[config.mk]
export PLATFORM = sky130hd
export DESIGN_NAME = hid_frame_reassembler
export DESIGN_NICKNAME = d
export VERILOG_FILES = /design/src/sv/hfr_pkg.sv /design/src/sv/hfr_front.sv /design/src/sv/hfr_queue.sv /design/src/sv/hfr_back.sv /design/src/sv/hid_frame_reassembler.sv
export VERILOG_INCLUDE_DIRS = /design/src /design/src/sv
export SDC_FILE = /design/constraint.sdc
export NUM_CORES = 1
export LEC_CHECK = 0
export BUFFER_PORTS_ARGS = -buffer_cell sky130_fd_sc_hd__clkbuf_2
export CAP_MARGIN = 30
export CORE_AREA = 10 10 360 362
export CTS_CLUSTER_DIAMETER = 120
export DETAILED_ROUTE_END_ITERATION = 10
export DIE_AREA = 0 0 370 372
export PLACE_DENSITY = 0.37
export SLEW_MARGIN = 20
export SYNTH_ARGS = -nofsm -noshare
export SYNTH_HDL_FRONTEND = slang
export SYNTH_SLANG_ARGS = --single-unit
[constraint.sdc]
create_clock -name clk -period 10.6 [get_ports clk]
set_input_delay 2.65 -clock clk [delete_from_list [all_inputs] [get_ports clk]]
set_output_delay 2.65 -clock clk [all_outputs]
set_load 0.1 [all_outputs]
[src/sv/hid_frame_reassembler_macros.svh]
// Assertion macros for the reassembler top-level RTL.
`ifndef HID_FRAME_REASSEMBLER_MACROS_SVH
`define HID_FRAME_REASSEMBLER_MACROS_SVH

// Check a consequence in the same cycle as its cause.
`define HFR_ASSERT_IMP(label, ante, cons, msg) \
  label: assert property (@(posedge clk) disable iff (rst) (ante) |-> (cons)) \
    else $error(msg);

// Check a consequence in the cycle after its cause.
`define HFR_ASSERT_NXT(label, ante, cons, msg) \
  label: assert property (@(posedge clk) disable iff (rst) (ante) |=> (cons)) \
    else $error(msg);

`endif

[src/sv/hfr_pkg.sv]
package hfr_pkg;

  // Packet and protocol constants
  localparam int          PACKET_BYTES_DEF = 64;
  localparam int          HEADER_END       = 8;
  localparam logic [7:0]  SYNC_BYTE        = 8'h23;
  localparam logic [15:0] ID_RESET         = 16'hFFFF;
  localparam logic [6:0]  MIN_LEN_RESET    = 7'd9;
  localparam logic [7:0]  MARKER_RESET     = 8'h3F;

  // Configuration register map
  localparam int APB_ADDR_W = 3;
  localparam logic REG_MIN_PACKET_LEN = 1'b0;
  localparam logic REG_REPORT_MARKER  = 1'b1;

  // Result queue between parser and output stage
  localparam int QUEUE_DEPTH = 4;
  localparam int QUEUE_PTR_W = $clog2(QUEUE_DEPTH);
  localparam int QUEUE_CNT_W = $clog2(QUEUE_DEPTH + 1);

  typedef enum logic [1:0] {
    KIND_CONTENT    = 2'd0,
    KIND_RUNT       = 2'd1,
    KIND_BAD_MARKER = 2'd2
  } kind_t;

  typedef struct packed {
    logic [7:0] data_byte;
    logic [6:0] packet_len;
    logic       first_of_packet;
    logic       last_of_packet;
  } in_word_t;

  typedef struct packed {
    kind_t       kind;
    logic [7:0]  content_byte;
    logic [15:0] message_id;
    logic [31:0] message_len;
    logic [31:0] byte_offset;
    logic        starts_message;
    logic        past_length;
    logic        ends_message;
  } out_word_t;

  // One queued result before the length flags are worked out
  typedef struct packed {
    kind_t       kind;
    logic [7:0]  content_byte;
    logic [15:0] message_id;
    logic [31:0] message_len;
    logic [31:0] byte_offset;
    logic        starts_message;
    logic        last_of_packet;
  } q_entry_t;

  // Up to two results pushed by one input word
  typedef struct packed {
    logic [1:0] num;
    q_entry_t   e0;
    q_entry_t   e1;
  } q_push_t;

  function automatic q_entry_t mk_entry(kind_t k, logic [7:0] b, logic [15:0] id,
                                        logic [31:0] len, logic [31:0] off,
                                        logic s, logic l);
    q_entry_t e;
    e.kind           = k;
    e.content_byte   = b;
    e.message_id     = id;
    e.message_len    = len;
    e.byte_offset    = off;
    e.starts_message = s;
    e.last_of_packet = l;
    return e;
  endfunction

endpackage

[src/sv/hfr_front.sv]
module hfr_front #(
  parameter int PACKET_BYTES = hfr_pkg::PACKET_BYTES_DEF
) (
  input  logic             clk,
  input  logic             rst,
  input  logic             accept,
  input  hfr_pkg::in_word_t item,
  input  logic [6:0]       min_packet_len,
  input  logic [7:0]       report_marker,
  output hfr_pkg::q_push_t push
);
  import hfr_pkg::*;

  localparam int IDX_W = $clog2(PACKET_BYTES + 1);

  typedef enum logic [1:0] {MODE_IDLE, MODE_START, MODE_HEADER, MODE_CONT} mode_t;

  mode_t              mode, mode_next;
  logic [IDX_W-1:0]   packet_index, packet_index_next;
  logic [7:0]         held_byte, held_byte_next;
  logic [47:0]        header_shift, header_shift_next;
  logic               frame_open, frame_open_next;
  logic [15:0]        open_id, open_id_next;
  logic [31:0]        open_len, open_len_next;
  logic [31:0]        content_count, content_count_next;

  logic [31:0] count_p1, count_p2;
  logic [47:0] shifted;

  assign count_p1 = content_count + 32'd1;
  assign count_p2 = content_count + 32'd2;
  assign shifted  = {header_shift[39:0], item.data_byte};

  // Parse one packet byte and classify it
  always_comb begin
    mode_next          = mode;
    packet_index_next  = packet_index;
    held_byte_next     = held_byte;
    header_shift_next  = header_shift;
    frame_open_next    = frame_open;
    open_id_next       = open_id;
    open_len_next      = open_len;
    content_count_next = content_count;
    push               = '0;

    if (accept) begin
      if (item.first_of_packet) begin
        // Start a packet: abandon any unfinished one, check length and marker
        frame_open_next   = content_count < open_len;
        packet_index_next = IDX_W'(1);
        header_shift_next = '0;
        held_byte_next    = '0;
        mode_next         = MODE_IDLE;
        if (item.packet_len < min_packet_len) begin
          push.num = 2'd1;
          push.e0  = mk_entry(KIND_RUNT, 8'd0, open_id, open_len, content_count,
                              1'b0, 1'b0);
        end else if (item.data_byte != report_marker) begin
          push.num = 2'd1;
          push.e0  = mk_entry(KIND_BAD_MARKER, 8'd0, open_id, open_len, content_count,
                              1'b0, 1'b0);
        end else if (!item.last_of_packet) begin
          mode_next = MODE_START;
        end
      end else if (mode != MODE_IDLE) begin
        if (packet_index < IDX_W'(PACKET_BYTES)) begin
          packet_index_next = packet_index + IDX_W'(1);
          unique case (mode)
            MODE_START: begin
              if (packet_index == IDX_W'(1)) begin
                // Hold a possible first sync byte while no message is open
                if (!frame_open && item.data_byte == SYNC_BYTE && !item.last_of_packet) begin
                  held_byte_next = item.data_byte;
                end else begin
                  push.num           = 2'd1;
                  push.e0            = mk_entry(KIND_CONTENT, item.data_byte, open_id,
                                                open_len, content_count, 1'b0,
                                                item.last_of_packet);
                  content_count_next = count_p1;
                  mode_next          = MODE_CONT;
                end
              end else if (item.data_byte == SYNC_BYTE) begin
                mode_next = MODE_HEADER;
              end else begin
                // Not a header: release the held byte ahead of this one
                push.num           = 2'd2;
                push.e0            = mk_entry(KIND_CONTENT, held_byte, open_id, open_len,
                                              content_count, 1'b0, 1'b0);
                push.e1            = mk_entry(KIND_CONTENT, item.data_byte, open_id,
                                              open_len, count_p1, 1'b0,
                                              item.last_of_packet);
                content_count_next = count_p2;
                mode_next          = MODE_CONT;
              end
            end
            MODE_HEADER: begin
              if (packet_index <= IDX_W'(HEADER_END)) begin
                // Shift in id and length, load them on the last header byte
                header_shift_next = shifted;
                if (packet_index == IDX_W'(HEADER_END)) begin
                  open_id_next       = shifted[47:32];
                  open_len_next      = shifted[31:0];
                  content_count_next = '0;
                end
              end else begin
                push.num           = 2'd1;
                push.e0            = mk_entry(KIND_CONTENT, item.data_byte, open_id,
                                              open_len, content_count,
                                              packet_index == IDX_W'(HEADER_END + 1),
                                              item.last_of_packet);
                content_count_next = count_p1;
              end
            end
            MODE_CONT: begin
              push.num           = 2'd1;
              push.e0            = mk_entry(KIND_CONTENT, item.data_byte, open_id,
                                            open_len, content_count, 1'b0,
                                            item.last_of_packet);
              content_count_next = count_p1;
            end
            MODE_IDLE: begin
              mode_next = MODE_IDLE;
            end
          endcase
        end
        if (item.last_of_packet) begin
          mode_next = MODE_IDLE;
        end
      end
    end
  end

  // Hold parser and message state
  always_ff @(posedge clk) begin
    if (rst) begin
      mode          <= MODE_IDLE;
      packet_index  <= '0;
      held_byte     <= '0;
      header_shift  <= '0;
      frame_open    <= 1'b0;
      open_id       <= ID_RESET;
      open_len      <= '0;
      content_count <= '0;
    end else begin
      mode          <= mode_next;
      packet_index  <= packet_index_next;
      held_byte     <= held_byte_next;
      header_shift  <= header_shift_next;
      frame_open    <= frame_open_next;
      open_id       <= open_id_next;
      open_len      <= open_len_next;
      content_count <= content_count_next;
    end
  end

endmodule

[src/sv/hfr_queue.sv]
module hfr_queue (
  input  logic                               clk,
  input  logic                               rst,
  input  hfr_pkg::q_push_t                   push,
  input  logic                               pop,
  output hfr_pkg::q_entry_t                  head,
  output logic                               empty,
  output logic [hfr_pkg::QUEUE_CNT_W-1:0]    level
);
  import hfr_pkg::*;

  q_entry_t               mem [QUEUE_DEPTH];
  logic [QUEUE_PTR_W-1:0] wr_ptr, rd_ptr;
  logic [QUEUE_PTR_W-1:0] wr_ptr_p1;

  assign wr_ptr_p1 = wr_ptr + QUEUE_PTR_W'(1);
  assign head      = mem[rd_ptr];
  assign empty     = level == '0;

  // Store up to two words per cycle
  always_ff @(posedge clk) begin
    if (push.num != 2'd0) begin
      mem[wr_ptr] <= push.e0;
    end
    if (push.num == 2'd2) begin
      mem[wr_ptr_p1] <= push.e1;
    end
  end

  // Advance pointers and fill level
  always_ff @(posedge clk) begin
    if (rst) begin
      wr_ptr <= '0;
      rd_ptr <= '0;
      level  <= '0;
    end else begin
      wr_ptr <= wr_ptr + QUEUE_PTR_W'(push.num);
      if (pop) begin
        rd_ptr <= rd_ptr + QUEUE_PTR_W'(1);
      end
      level <= level + QUEUE_CNT_W'(push.num) - QUEUE_CNT_W'(pop);
    end
  end

endmodule

[src/sv/hfr_back.sv]
module hfr_back (
  input  logic               clk,
  input  logic               rst,
  input  hfr_pkg::q_entry_t  head,
  input  logic               empty,
  output logic               pop,
  output logic               result_valid,
  input  logic               result_stall,
  output hfr_pkg::out_word_t result
);
  import hfr_pkg::*;

  out_word_t   word;
  logic [31:0] next_off;
  logic        is_content;

  assign pop = !empty && (!result_valid || !result_stall);

  // Work out the length flags for the word at the queue head
  always_comb begin
    next_off            = head.byte_offset + 32'd1;
    is_content          = head.kind == KIND_CONTENT;
    word.kind           = head.kind;
    word.content_byte   = head.content_byte;
    word.message_id     = head.message_id;
    word.message_len    = head.message_len;
    word.byte_offset    = head.byte_offset;
    word.starts_message = head.starts_message;
    word.past_length    = is_content && (head.byte_offset >= head.message_len);
    word.ends_message   = is_content && head.last_of_packet &&
                          (next_off >= head.message_len);
  end

  // Output register
  always_ff @(posedge clk) begin
    if (rst) begin
      result_valid <= 1'b0;
    end else if (pop) begin
      result_valid <= 1'b1;
    end else if (!result_stall) begin
      result_valid <= 1'b0;
    end
  end

  always_ff @(posedge clk) begin
    if (pop) begin
      result <= word;
    end
  end

endmodule

[src/sv/hid_frame_reassembler.sv]
// Path: each result is written to the result queue when its input word is accepted,
// then to the output register; a second result from the same word follows the first.
// Throughput: one input word per cycle unless item_stall holds it; the output register
// drains one result per cycle unless result_stall holds it.
// A four-entry result queue sets how far input runs ahead of a stalled output.
// Reset: synchronous rst resets parser state, message state, queue and
// configuration registers (min_packet_len 9, report_marker 63).
`include "hid_frame_reassembler_macros.svh"

module hid_frame_reassembler #(
  parameter int PACKET_BYTES = hfr_pkg::PACKET_BYTES_DEF
) (
  input  logic                            clk,
  input  logic                            rst,
  input  logic                            item_valid,
  output logic                            item_stall,
  input  hfr_pkg::in_word_t               item,
  output logic                            result_valid,
  input  logic                            result_stall,
  output hfr_pkg::out_word_t              result,
  input  logic                            psel,
  input  logic                            penable,
  input  logic                            pwrite,
  input  logic [hfr_pkg::APB_ADDR_W-1:0]  paddr,
  input  logic [31:0]                     pwdata,
  output logic [31:0]                     prdata,
  output logic                            pready
);
  import hfr_pkg::*;

  logic                   accept;
  logic                   cfg_write;
  logic [6:0]             min_packet_len;
  logic [7:0]             report_marker;
  q_push_t                push;
  q_entry_t               head;
  logic                   q_empty;
  logic                   pop;
  logic [QUEUE_CNT_W-1:0] q_level;

  // Configuration registers
  assign pready    = 1'b1;
  assign cfg_write = psel && penable && pwrite && pready;

  always_ff @(posedge clk) begin
    if (rst) begin
      min_packet_len <= MIN_LEN_RESET;
      report_marker  <= MARKER_RESET;
    end else if (cfg_write) begin
      unique case (paddr[2])
        REG_MIN_PACKET_LEN: min_packet_len <= pwdata[6:0];
        REG_REPORT_MARKER:  report_marker  <= pwdata[7:0];
      endcase
    end
  end

  always_comb begin
    unique case (paddr[2])
      REG_MIN_PACKET_LEN: prdata = {25'd0, min_packet_len};
      REG_REPORT_MARKER:  prdata = {24'd0, report_marker};
    endcase
  end

  // Stall input while the queue lacks room for two words
  assign item_stall = q_level > QUEUE_CNT_W'(QUEUE_DEPTH - 2);
  assign accept     = item_valid && !item_stall;

  hfr_front #(
    .PACKET_BYTES(PACKET_BYTES)
  ) u_front (
    .clk            (clk),
    .rst            (rst),
    .accept         (accept),
    .item           (item),
    .min_packet_len (min_packet_len),
    .report_marker  (report_marker),
    .push           (push)
  );

  hfr_queue u_queue (
    .clk   (clk),
    .rst   (rst),
    .push  (push),
    .pop   (pop),
    .head  (head),
    .empty (q_empty),
    .level (q_level)
  );

  hfr_back u_back (
    .clk          (clk),
    .rst          (rst),
    .head         (head),
    .empty        (q_empty),
    .pop          (pop),
    .result_valid (result_valid),
    .result_stall (result_stall),
    .result       (result)
  );

  `HFR_ASSERT_IMP(a_no_overflow, push.num != 2'd0, q_level + push.num <= QUEUE_DEPTH, "result queue overflow")
  `HFR_ASSERT_IMP(a_push_on_accept, push.num != 2'd0, accept, "result pushed without an accepted word")
  `HFR_ASSERT_IMP(a_status_clean, result_valid && result.kind != KIND_CONTENT, !result.past_length && !result.ends_message && !result.starts_message && result.content_byte == 8'd0, "status result carries content flags")
  `HFR_ASSERT_NXT(a_pop_fills_output, pop, result_valid, "popped word not presented")

endmodule

==> flow_summary.yaml <==
run_status:
  status: "finished, final reports clean"
route:
  drc: 0
  drt_iter0_drc: 1578
  vias_per_cell: 4.92
  wl_per_cell_um: 23.4
  dr.pass1.iters: 6
  ant_nets: 0
  drt-total-wl_um: 105000
  vias: 22099
pwr:
  p_sw_mw: 3.79
  power_density_nw_per_um2: 256
  p_leak_nw: 11.5
  p_int_mw: 5.24
  p_comb_share_pct: 36.9
  power_frac_seq_pct: 34.5
  clock_power_share_pct: 28.6
  switching_share_pct: 42.0
  vdd_ir_drop_max_v: 0.000337
  p_total_mw: 9.03
timing:
  fmax_mhz: 147
  finalSetupViolations: 0
  hold_viol_final: 0
  rsz0062_at_grt: "no"
  tightest_slew_ps: 1080
  fin_skew_ps: 24.4
  slew_viol_final: 0
  setup_slack_ps: 3770
  finalSetupTns_ps: 0
  finalCriticalPeriod_ps: 6830
  maxSlewHeadroom_pct: 27.5
  fin_crit_sh_pct: 64.4
global_routing:
  grt_max_degree: 97
  antenna_found_initial: 4
  grt_util_met2_pct: 24.7
  grt_pass1_vias: 22585
  grt_pass1_wl_um: 154000
  busiest_layer: "met2"
  gr-total-overflow: 0
  met3_usage_pct: 2.81
  track_usage_pct: 15.0
  gr-usage-met1_pct: 19.5
logic_synthesis:
  synthesis.area_um2: 30300
  synth-main-ff-cell: "edfxtp_1"
  syn_avg_cell_area_um2: 11.2
  synth_edf_count: 449
  synth-async-reset-ratio_pct: 0
  synth_cell_types: 87
  synth-seq-cells: 624
  syn_inst: 2700
  yosysWarnings: 0
  synth_sequential_area_ratio_pct: 56.0
clocking:
  numCtsBuffers: 78
  hold_buffers: 0
  numClockSinks: 624
  clockBufferDepth: 3
  cts_setup_buffers: 0
  insertion_delay_ps: 640
  cts_tree: "done"
  cts_resized: 0
  h-tree-depth: 3
  clkTransAtPathRegs_ps: 50
  cts-root-buf: "clkbuf_16"
finish:
  nNetsFinal: 2958
  drive_gt1_share_pct: 15.6
  areaGrowthSynthToFinish_pct: 16.4
  final_cell_area_um2: 35300
  fin_util_pct: 28.8
critical_path:
  cp_num_buf_inv: 5
  cpPeakStageDelay_ps: 780
  startpoint_type: "input pin"
  cp_slowest_cell: "nor3b_2"
  ff2ff_path_depth: 15
  path_class: "in2reg"
  worst-path-stages: 11
  cp-end-kind: "flip-flop"
  cpMostUsedCell: "buf_4"
  path_max_fanout: 50
  path_cells: "clkbuf_2 -> and2_1 -> nand3_1 -> nor3b_2 -> nand2_1 -> nor2_2 -> buf_4 -> nor2_2 -> buf_4 -> inv_4 -> buf_4"
  worstPathRequired_ps: 10870
  cp_data_arrival_time_ps: 7100
  path_delay_family: "buffers and inverters"
place:
  gp_congestion: 0.824
  hpwl_um: 72000
  dpl-instance-area_um2: 32800
  dpl_worst_slack_ps: 3080
  io_buffers: 135
flow_run:
  cap_violations: 0
die:
  die_h_um: 372
  rows: 129
  die_w_um: 370
  core_region_area_um2: 123000
  die_area_um2: 138000
  start_util_pct: 24.7
  boundaryPins: 187
worst_hold_path:
  hold_class: "reg2reg"
  whs_path_depth: 2
[worst min-delay path, delay by kind of cell, from the launching register on]
family	cells	cell delay, ps
flip-flops	1	300
AND/OR/NAND/NOR	1	50
AO/OA/AOI/OAI	1	50
[worst paths after layout]
check,startpoint,slack [ps],end
worst max-delay path,item[9],3770,u_queue.mem[2][45]
worst min-delay path,u_front.open_len[13],450,u_front.open_len[13]
worst max register to register,flip-flop,4920,u_back.result[0]
worst min register to register,u_front.open_len[13],450,u_front.open_len[13]
[power by group through the flow]
stage | Clock (mW) | Combinational (mW) | Sequential [mW]
2_1_floorplan | 0 | 1.19 | 4.53
6_report | 2.58 | 3.33 | 3.12
5_1_grt | 2.76 | 3.55 | 3.15
4_1_cts | 2.67 | 3.41 | 3.13
3_3_place_gp | 0 | 3.36 | 3.17
3_5_place_dp | 0 | 3.40 | 3.18
[Yosys cell counts, types with 41 or more instances]
cell type,count,area [um^2]
o22ai_1,46,288
nor2_1,230,863
xnor2_1,44,385
dfxtp_1,175,3500
nand3_1,67,335
nand2_1,325,1220
mux4_2,92,2070
inv_1,94,353
a31oi_1,76,475
clkbuf_1,124,465
a21oi_1,191,956
nand4_1,44,275
and2_1,87,544
o21ai_0,115,576
ha_1,111,1390
a22oi_1,42,315
buf_2,41,205
edfxtp_1,449,13500
[logic make-up (layout without fill, tap and decap cells)]
kind of cell | count (synthesis) | in the layout | share of synthesized area [%]
other cells | 2 | 27 | 0.0248
flops | 624 | 624 | 56.0
buf+inv | 298 | 425 | 4.27
mux | 102 | 102 | 7.17
fa+ha+maj | 112 | 112 | 4.65
xor+xnor | 63 | 63 | 1.82
compound gates | 604 | 604 | 12.2
simple gates | 895 | 895 | 13.8
[stage by stage]
stage / hold slack (ps) / cells
floorplan: 431 / 2723
global placement: 443 / 4336
detailed placement: 447 / 4342
CTS: 455 / 4485
global route: 473 / 4487
finish: 453 / 4489
[cells in the final DEF (no fill, tap or decap), types with 12 or more instances in the layout]
cell       Yosys  routed
edfxtp_1     449     449
nand2_1      325     323
nor2_1       230     224
a21oi_1      191     188
dfxtp_1      175     173
clkbuf_2       0     134
o21ai_0      115     115
ha_1         111     111
inv_1         94      94
mux4_2        92      92
and2_1        87      87
clkbuf_16      0      81
a31oi_1       76      76
nand3_1       67      65
o22ai_1       46      46
nand4_1       44      44
xnor2_1       44      44
a22oi_1       42      42
buf_4         27      40
nor3_1        36      36
a21o_1        27      26
conb_1         2      25
xor2_1        19      19
a22o_1        19      19
clkbuf_1     124      17
and3_1        15      15
clkinv_1       1      15
nor4_1        15      14
nor2b_1       14      14
clkinv_2       0      13
nand2b_1      12      12
[layer usage]
layer | vias to the layer above | part of all wire, %
met5 | - | 0.020
met4 | 4 | 3.2
met3 | 175 | 5.4
met2 | 729 | 47
met1 | 11037 | 44
li1 | 10154 | -
[registers in the layout (all words and copies together) (netlist names), 8 cells and up, named ones only]
register,flops
report_marker,8
u_back.result,93
u_front.content_count,32
u_front.header_shift,40
u_front.held_byte,8
u_front.open_id,16
u_front.open_len,32
u_queue.mem,368
[final cells by class]
class                      count  area [um^2]
fill                       12694        87400
sequential                   624        17000
multi-input combinational   1801        12200
clock buffer                 101         2130
tap                         1637         2050
timing repair buffer         183         1170
inverter                      99          379
clock inverter                42          332
antenna                        2         5.00
Note: power is estimated with default switching activity, not from simulation.
